<file path="src/rtl/core/ptts_pkg.sv">
`timescale 1ns / 1ps
// ----------------------------------------------------------------------------
// ptts_pkg
// Shared types, codes and the microcode table of the tick scheduler.
// ----------------------------------------------------------------------------
package ptts_pkg;

  localparam int unsigned SLOTS_DEF = 16;
  localparam int unsigned TICK_W    = 10;
  localparam int unsigned TIME_W    = 32;
  localparam int unsigned SLOT_W    = 4;

  typedef enum logic [0:0] {
    OP_REGISTER = 1'b0,
    OP_TICK     = 1'b1
  } op_e;

  typedef enum logic [1:0] {
    ST_OK     = 2'd0,
    ST_USED   = 2'd1,
    ST_BADIDX = 2'd2
  } status_e;

  typedef struct packed {
    op_e               op;
    logic [SLOT_W-1:0] slot;
    logic [TIME_W-1:0] period_ms;
    logic [TIME_W-1:0] first_delay_ms;
  } req_t;

  typedef struct packed {
    logic              fired;
    logic [SLOT_W-1:0] fired_slot;
    status_e           status;
    logic              last;
  } res_t;

  // Steps of the sequencer program.
  typedef enum logic [2:0] {
    S_IDLE  = 3'd0,
    S_REG   = 3'd1,
    S_TINIT = 3'd2,
    S_EXEC  = 3'd3,
    S_FIN   = 3'd4
  } step_e;

  typedef enum logic [1:0] {
    JMP_NEXT     = 2'd0,
    JMP_GOTO     = 2'd1,
    JMP_DISPATCH = 2'd2,
    JMP_LOOP     = 2'd3
  } jmp_e;

  typedef struct packed {
    logic  busy;
    logic  do_reg;
    logic  do_init;
    logic  do_exec;
    logic  do_fin;
    jmp_e  jmp;
    step_e target;
    step_e target_alt;
  } ctrl_t;

  // Strobes from the sequencer into the slot table.
  typedef struct packed {
    logic rd_en;
    logic per_we;
    logic rem_we;
    logic used_set;
  } tbl_ctrl_t;

  // Program: dispatch on the operation, one step for a registration, and for
  // a tick a prime read, one step per slot, then a flush of the held result.
  function automatic ctrl_t ucode(step_e s);
    ctrl_t c;
    c = '{busy: 1'b0, do_reg: 1'b0, do_init: 1'b0, do_exec: 1'b0, do_fin: 1'b0,
          jmp: JMP_NEXT, target: S_IDLE, target_alt: S_IDLE};
    case (s)
      S_IDLE: begin
        c.jmp        = JMP_DISPATCH;
        c.target     = S_REG;
        c.target_alt = S_TINIT;
      end
      S_REG: begin
        c.busy   = 1'b1;
        c.do_reg = 1'b1;
        c.jmp    = JMP_GOTO;
        c.target = S_IDLE;
      end
      S_TINIT: begin
        c.busy    = 1'b1;
        c.do_init = 1'b1;
        c.jmp     = JMP_NEXT;
      end
      S_EXEC: begin
        c.busy    = 1'b1;
        c.do_exec = 1'b1;
        c.jmp     = JMP_LOOP;
      end
      S_FIN: begin
        c.busy   = 1'b1;
        c.do_fin = 1'b1;
        c.jmp    = JMP_GOTO;
        c.target = S_IDLE;
      end
      default: begin
        c.jmp    = JMP_GOTO;
        c.target = S_IDLE;
      end
    endcase
    return c;
  endfunction

endpackage

</file>
<file path="src/rtl/core/periodic_task_tick_scheduler.sv">
`timescale 1ns / 1ps
// ----------------------------------------------------------------------------
// periodic_task_tick_scheduler
// Time-triggered cooperative scheduler with a microcoded slot walker.
// ----------------------------------------------------------------------------
// Usage:
//   A word on req_i is taken at a rising edge with start high and busy low.
//   Results come on res_o for one cycle each, marked by res_valid_o; the
//   receiver cannot stall them, so no back-pressure exists on that side.
//   The user writes tick_ms on the cfg channel (cfg_ready_o is always high)
//   only while idle, as the block does not enforce it; it resets to 1.
//   A registration holds busy in the S_REG step; its result strobes in the
//   cycle after, when the next word may already be taken. A tick holds
//   busy through a prime read, one step per slot and a flush, and the next
//   word is taken only after busy falls. A fired slot is held until the
//   next firing slot is found or the walk ends, since last is known only
//   then; the final result strobes right after busy falls.
//   Reset clears the used flags and the sequencer; period and delay memories
//   are not cleared, and their words matter only for used slots.
// ----------------------------------------------------------------------------
module periodic_task_tick_scheduler #(
  parameter int unsigned SLOTS = ptts_pkg::SLOTS_DEF
) (
  input  logic                          clk_i,
  input  logic                          rst_ni,
  input  logic                          start,
  output logic                          busy,
  input  ptts_pkg::req_t                req_i,
  output logic                          res_valid_o,
  output ptts_pkg::res_t                res_o,
  input  logic                          cfg_valid_i,
  output logic                          cfg_ready_o,
  input  logic [ptts_pkg::TICK_W-1:0]   cfg_data_i
);
  import ptts_pkg::*;

  localparam int unsigned IDX_W = (SLOTS > 1) ? $clog2(SLOTS) : 1;

  step_e              step_q, step_d;
  ctrl_t              ctrl;
  logic               accept;
  req_t               in_q;
  logic [TICK_W-1:0]  tick_q;
  logic [IDX_W-1:0]   idx_q, idx_d;
  logic               pend_q, pend_d;
  logic [SLOT_W-1:0]  pend_slot_q, pend_slot_d;
  logic               res_valid_q, res_valid_d;
  res_t               res_q, res_d;

  tbl_ctrl_t          tbl;
  logic [IDX_W-1:0]   wr_addr, rd_addr;
  logic [TIME_W-1:0]  rem_wdata;
  logic [SLOTS-1:0]   used;
  logic [TIME_W-1:0]  per_rd, rem_rd;

  logic               idx_last;
  logic [IDX_W-1:0]   idx_inc;
  logic [IDX_W+3:0]   slot_ext;
  logic [IDX_W-1:0]   slot_addr;
  logic               slot_bad;
  logic [IDX_W+3:0]   idx_ext;
  logic [SLOT_W-1:0]  idx_slot;
  logic               cur_used;
  logic               fire;
  logic [TIME_W-1:0]  base;
  logic [TIME_W-1:0]  rem_next;

  assign ctrl        = ucode(step_q);
  assign busy        = ctrl.busy;
  assign accept      = start && !busy;
  assign cfg_ready_o = 1'b1;

  // Index helpers; the padding keeps the selects valid at any slot count.
  assign idx_last  = (idx_q == IDX_W'(SLOTS - 1));
  assign idx_inc   = idx_q + IDX_W'(1);
  assign slot_ext  = {{IDX_W{1'b0}}, in_q.slot};
  assign slot_addr = slot_ext[IDX_W-1:0];
  assign slot_bad  = ({{(32-SLOT_W){1'b0}}, in_q.slot} >= 32'(SLOTS));
  assign idx_ext   = {4'b0000, idx_q};
  assign idx_slot  = idx_ext[SLOT_W-1:0];

  // A slot at zero fires and is reloaded; the reload plus zero is the period.
  assign cur_used = used[idx_q];
  assign fire     = ctrl.do_exec && cur_used && (rem_rd == '0);
  assign base     = (rem_rd == '0) ? per_rd : rem_rd;
  assign rem_next = base - {{(TIME_W-TICK_W){1'b0}}, tick_q};

  // Next step.
  always_comb begin
    step_d = step_q;
    case (ctrl.jmp)
      JMP_NEXT:     step_d = step_e'(step_q + 3'd1);
      JMP_GOTO:     step_d = ctrl.target;
      JMP_DISPATCH: begin
        if (accept) begin
          step_d = (req_i.op == OP_TICK) ? ctrl.target_alt : ctrl.target;
        end
      end
      JMP_LOOP: begin
        if (idx_last) begin
          step_d = step_e'(step_q + 3'd1);
        end
      end
      default:      step_d = S_IDLE;
    endcase
  end

  // Datapath controls and results.
  always_comb begin
    tbl         = '{rd_en: 1'b0, per_we: 1'b0, rem_we: 1'b0, used_set: 1'b0};
    wr_addr     = slot_addr;
    rd_addr     = '0;
    rem_wdata   = in_q.first_delay_ms;
    idx_d       = idx_q;
    pend_d      = pend_q;
    pend_slot_d = pend_slot_q;
    res_valid_d = 1'b0;
    res_d       = '{fired: 1'b0, fired_slot: '0, status: ST_OK, last: 1'b1};

    if (ctrl.do_reg) begin
      res_valid_d = 1'b1;
      if (slot_bad) begin
        res_d.status = ST_BADIDX;
      end else if (used[slot_addr]) begin
        res_d.status = ST_USED;
      end else begin
        tbl.per_we   = 1'b1;
        tbl.rem_we   = 1'b1;
        tbl.used_set = 1'b1;
      end
    end

    if (ctrl.do_init) begin
      tbl.rd_en = 1'b1;
      idx_d     = '0;
      pend_d    = 1'b0;
    end

    if (ctrl.do_exec) begin
      // Read one slot ahead while the current one is written back.
      tbl.rd_en  = 1'b1;
      rd_addr    = idx_last ? '0 : idx_inc;
      idx_d      = idx_last ? idx_q : idx_inc;
      wr_addr    = idx_q;
      rem_wdata  = rem_next;
      tbl.rem_we = cur_used;
      if (fire) begin
        if (pend_q) begin
          res_valid_d = 1'b1;
          res_d       = '{fired: 1'b1, fired_slot: pend_slot_q, status: ST_OK,
                          last: 1'b0};
        end
        pend_d      = 1'b1;
        pend_slot_d = idx_slot;
      end
    end

    if (ctrl.do_fin) begin
      res_valid_d = 1'b1;
      if (pend_q) begin
        res_d = '{fired: 1'b1, fired_slot: pend_slot_q, status: ST_OK, last: 1'b1};
      end
      pend_d = 1'b0;
    end
  end

  ptts_slot_table #(
    .SLOTS (SLOTS),
    .IDX_W (IDX_W)
  ) u_table (
    .clk_i       (clk_i),
    .rst_ni      (rst_ni),
    .ctrl_i      (tbl),
    .wr_addr_i   (wr_addr),
    .rd_addr_i   (rd_addr),
    .per_wdata_i (in_q.period_ms),
    .rem_wdata_i (rem_wdata),
    .used_o      (used),
    .per_rdata_o (per_rd),
    .rem_rdata_o (rem_rd)
  );

  always_ff @(posedge clk_i or negedge rst_ni) begin
    if (!rst_ni) begin
      step_q      <= S_IDLE;
      tick_q      <= TICK_W'(1);
      pend_q      <= 1'b0;
      res_valid_q <= 1'b0;
    end else begin
      step_q      <= step_d;
      pend_q      <= pend_d;
      res_valid_q <= res_valid_d;
      if (cfg_valid_i && cfg_ready_o) begin
        tick_q <= cfg_data_i;
      end
    end
  end

  always_ff @(posedge clk_i) begin
    idx_q       <= idx_d;
    pend_slot_q <= pend_slot_d;
    res_q       <= res_d;
    if (accept) begin
      in_q <= req_i;
    end
  end

  assign res_valid_o = res_valid_q;
  assign res_o       = res_q;

  // Every result word comes from a step taken while busy.
  a_res_after_busy: assert property (@(posedge clk_i) disable iff (!rst_ni)
    res_valid_o |-> $past(busy))
    else $error("result strobe without a preceding busy step");

  // No fired slot may be left held once the walk is over.
  a_no_pend_idle: assert property (@(posedge clk_i) disable iff (!rst_ni)
    !busy |-> !pend_q)
    else $error("held fired result left over at idle");

  a_empty_is_last: assert property (@(posedge clk_i) disable iff (!rst_ni)
    (res_valid_o && !res_o.fired) |-> res_o.last)
    else $error("non-fired result not marked last");

  a_fired_ok: assert property (@(posedge clk_i) disable iff (!rst_ni)
    (res_valid_o && res_o.fired) |-> (res_o.status == ST_OK))
    else $error("fired result with non-ok status");

endmodule

</file>
<file path="src/rtl/core/ptts_slot_table.sv">
`timescale 1ns / 1ps
// ----------------------------------------------------------------------------
// ptts_slot_table
// Slot storage: used flags in flops, period and remaining delay in memories
// with one write and one registered read port each.
// ----------------------------------------------------------------------------
module ptts_slot_table #(
  parameter int unsigned SLOTS = 16,
  parameter int unsigned IDX_W = 4
) (
  input  logic                           clk_i,
  input  logic                           rst_ni,
  input  ptts_pkg::tbl_ctrl_t            ctrl_i,
  input  logic [IDX_W-1:0]               wr_addr_i,
  input  logic [IDX_W-1:0]               rd_addr_i,
  input  logic [ptts_pkg::TIME_W-1:0]    per_wdata_i,
  input  logic [ptts_pkg::TIME_W-1:0]    rem_wdata_i,
  output logic [SLOTS-1:0]               used_o,
  output logic [ptts_pkg::TIME_W-1:0]    per_rdata_o,
  output logic [ptts_pkg::TIME_W-1:0]    rem_rdata_o
);
  import ptts_pkg::*;

  logic [SLOTS-1:0]  used_q;
  logic [TIME_W-1:0] per_mem [SLOTS];
  logic [TIME_W-1:0] rem_mem [SLOTS];
  logic [TIME_W-1:0] per_rd_q;
  logic [TIME_W-1:0] rem_rd_q;

  always_ff @(posedge clk_i or negedge rst_ni) begin
    if (!rst_ni) begin
      used_q <= '0;
    end else if (ctrl_i.used_set) begin
      used_q[wr_addr_i] <= 1'b1;
    end
  end

  always_ff @(posedge clk_i) begin
    if (ctrl_i.per_we) begin
      per_mem[wr_addr_i] <= per_wdata_i;
    end
    if (ctrl_i.rd_en) begin
      per_rd_q <= per_mem[rd_addr_i];
    end
  end

  always_ff @(posedge clk_i) begin
    if (ctrl_i.rem_we) begin
      rem_mem[wr_addr_i] <= rem_wdata_i;
    end
    if (ctrl_i.rd_en) begin
      rem_rd_q <= rem_mem[rd_addr_i];
    end
  end

  assign used_o      = used_q;
  assign per_rdata_o = per_rd_q;
  assign rem_rdata_o = rem_rd_q;

endmodule

</file>
<file path="config.mk">
export PLATFORM = sky130hd
export DESIGN_NAME = periodic_task_tick_scheduler
export DESIGN_NICKNAME = d
export VERILOG_FILES = /design/src/rtl/core/ptts_pkg.sv /design/src/rtl/core/periodic_task_tick_scheduler.sv /design/src/rtl/core/ptts_slot_table.sv
export SDC_FILE = /design/constraint.sdc
export NUM_CORES = 1
export LEC_CHECK = 0
export ABC_CLOCK_PERIOD_IN_PS = 11460
export BUFFER_PORTS_ARGS = -buffer_cell sky130_fd_sc_hd__buf_4
export CORE_UTILIZATION = 30
export CTS_CLUSTER_SIZE = 16
export DETAILED_ROUTE_END_ITERATION = 12
export SETUP_SLACK_MARGIN = 0.3
export SLEW_MARGIN = 20
export SYNTH_ARGS = -nofsm -noshare
export SYNTH_HDL_FRONTEND = slang
export SYNTH_SLANG_ARGS = --single-unit
export TNS_END_PERCENT = 100
</file>
<file path="constraint.sdc">
create_clock -name clk_i -period 11.46 [get_ports clk_i]
set_input_delay 2.292 -clock clk_i [delete_from_list [all_inputs] [get_ports clk_i]]
set_output_delay 2.292 -clock clk_i [all_outputs]
set_load 0.03 [all_outputs]
</file>
==> impl_metrics.toml <==
[logic_synthesis]
synthSimpleGateAreaFrac = 0.0631
synth_xor_area_frac = 0.00406
yosysSeqAreaShare = 0.757
yosys.area_share.adder = 0.00438
syn_nets = 2907
synth_compound_area_frac = 0.0859
synth_mux_area_frac = 0.0670
syn-mean-instance-area_um2 = 16.9
ys_types = 59
syn_area_um2 = 47400
synth_edf_count = 1164
synth-main-ff-cell = "edfxtp_1"
ys_ff_latch = 1202
synth_top_family_by_area = "compound AO/OA/AOI/OAI gates"
async_flop_share = 0.0258
synthCells = 2808
ys_warn_count = 0

[sta]
rsz0062_at_grt = "no"
worst_slew_pin_slew_ns = 1.11
timing.fmax_mhz = 183
fin_crit_sh = 0.477
setup_viol = 0
slew_headroom = 0.257
slew_violations = 0
fin_ws_ns = 5.99
setup-tns-final_ns = 0
skew_ns = 0.0311
hold_viol = 0
period_needed_ns = 5.47

[global_route]
grt_pass1_vias = 25200
grt_pass1_wl_mm = 174
grt_max_degree = 171
grtUsageTotal = 0.149
grt_antenna_before_repair = 3
overflow = 0

[pwr]
p_leak_nw = 17.1
power.total_mw = 12.4
irDropWorstVdd_v = 0.000187
p_per_area_nw_per_um2 = 227

[hold_path]
holdPathStages = 1
min_to = "u_table.used_o[4]"
hold_class = "reg2reg"
hp-start = "u_table.used_o[4]"

[die]
core_um2 = 157000
die_area_um2 = 160000
fp.dieW_um = 400
rows = 145
initial_core_util = 0.303
die_h_um = 400
boundaryPins = 94

[routing]
drcViolationCount = 0
first_pass_iters = 5
first_iter_violations = 2572
via_per_inst = 5.11
vias = 25900
final_antenna_net_count = 0
wirelength_mm = 120
wl_per_cell_um = 23.6

[worst_setup_path]
cp.required_ns = 11.83
arrival_ns = 5.84
worst_setup_path_startpoint = "u_table.rem_rdata_o[19]"
r2r_slack_ns = 5.99
cp-end-kind = "flop"
cp_max_fo = 16
r2r-end = "u_table.rem_mem[11][22]"
crit_type = "reg2reg"
cp-start-kind = "flop"
r2r_start = "u_table.rem_rdata_o[19]"
reg2regPathDepth = 12

[layout]
drive_gt1_frac = 0.180
synthToLayoutAreaGrowth_pct = 15.6
nets = 3019
antenna_cells = 0

[clock_network]
cts_resized = 0
cts_setup_buffers = 0
holdBufCountCts = 0
path_clk_slew_ns = 0.06
clock-sinks = 1202
clk_latency_ns = 0.72
h-tree-depth = 4
root_buffer = "clkbuf_16"
clock_path_buffers = 3
cts_made_buffers = 130
cts_tree = "done"

[placement]
port_buffers = 91
hpwl_mm = 64.8
place_congestion = 0.830
post-place-ws_ns = 5.93

[flow_run]
maxCapViolCount = 0

[run_status]
status = "finished, final reports clean"
sequential cells by signal, summed over array words and instances (netlist names):
name                 flops
res_valid_o              1
u_table.rem_mem        512
in_q                    64
u_table.used_o          16
res_o                    7
pend_slot_q              4
u_table.rem_rdata_o     32
tick_q                  10
pend_q                   1
u_table.per_rdata_o     32
idx_q                    4
step_q                   3
u_table.per_mem        512
slot_addr                4
cells by family (layout without fill, tap and decap cells):
kind of cell	count (synthesis)	in the layout
adder cells (fa/ha/maj)	16	16
AND/OR/NAND/NOR	624	624
AO/OA/AOI/OAI	591	591
flip-flops	1202	1202
other	2	2
buffers and inverters	207	413
XOR/XNOR	22	22
multiplexers	144	144
synthesized netlist by cell type, drive strengths merged (14+ instances only):
cell type	instances	area, um^2
a211oi	197	1480
a21oi	163	816
a311oi	128	1120
buf	55	315
clkbuf	130	488
dfrtp	30	751
edfxtp	1164	35000
ha	15	188
inv	22	82.6
mux4	138	3110
nand2	304	1140
nor2	70	270
nor2b	133	832
nor3	18	90.1
nor4	23	163
o21ai	52	260
or2	22	138
xor2	14	123
final cells by class:
class,count,area (um^2)
multi-input combinational,1399,11000
tap,2058,2570
clock buffer,167,3520
fill,14600,102000
sequential,1202,35900
clock inverter,59,482
inverter,22,82.6
timing repair buffer,165,1300
worst max path at each step:
stage,to,cells after the start
2_1_floorplan,busy,6
3_3_place_gp,u_table.rem_mem[0][16],12
3_5_place_dp,u_table.rem_mem[0][16],12
4_1_cts,u_table.rem_mem[12][16],12
6_report,u_table.rem_mem[11][22],12
5_1_grt,u_table.rem_mem[11][22],12
layout by cell type, fill, tap and decap left out, drive strengths merged, types with 8 or more instances in the layout:
master  synthesis  layout
xor2           14      14
nand2b         11      11
a311oi        128     128
nor4           23      23
a21o           13      13
dfrtp          30      30
edfxtp       1164    1164
ha             15      15
a31oi           8       8
nor2           70      70
nor3           18      18
a211oi        197     197
or2            22      22
and3            9       9
nand2         304     304
xnor2           8       8
mux4          138     138
clkinv          0      44
nor2b         133     133
clkbuf        130     167
inv            22      26
a21oi         163     163
o21ai          52      52
nand3           8       8
buf            55     165
critical path: stages (launching register included):
cell and delay (ns):
edfxtp_1 0.49, nor4_2 0.48, and4_1 0.36, and3_1 0.49, a21o_1 0.19, ha_1 0.28
a211oi_1 0.33, o211ai_1 0.21, a41o_1 0.33, a2111o_1 0.60, nor3_1 0.25, mux2_2 0.36
a21oi_1 0.74
per-layer routing:
metal  vias up  track usage  part of all wire
met3       179       0.0233             0.057
met4         2       0.0413             0.022
li1      11400            -                 -
met2       834        0.238              0.47
met5         -            0           0.00011
met1     13500        0.210              0.45
through the flow:
stage | utilization | hold WS, ns | instances | cell area, um^2
final | 0.350 | 0.488 | 5072 | 54800
after global routing | 0.350 | 0.508 | 5072 | 54800
after CTS | 0.350 | 0.492 | 5072 | 54800
after detailed placement | 0.324 | 0.475 | 4846 | 50800
after global placement | 0.324 | 0.468 | 4846 | 50800
after floorplan | - | 0.445 | 2808 | 47400
power by group:
group,internal (mW),leakage [nW],switching [mW]
logic,0.832,4.16,1.54
registers,5.66,11.0,0.405
clock network,2.32,1.94,1.65
total,8.81,17.1,3.60
No activity file was read; power rests on OpenSTA's default activity.
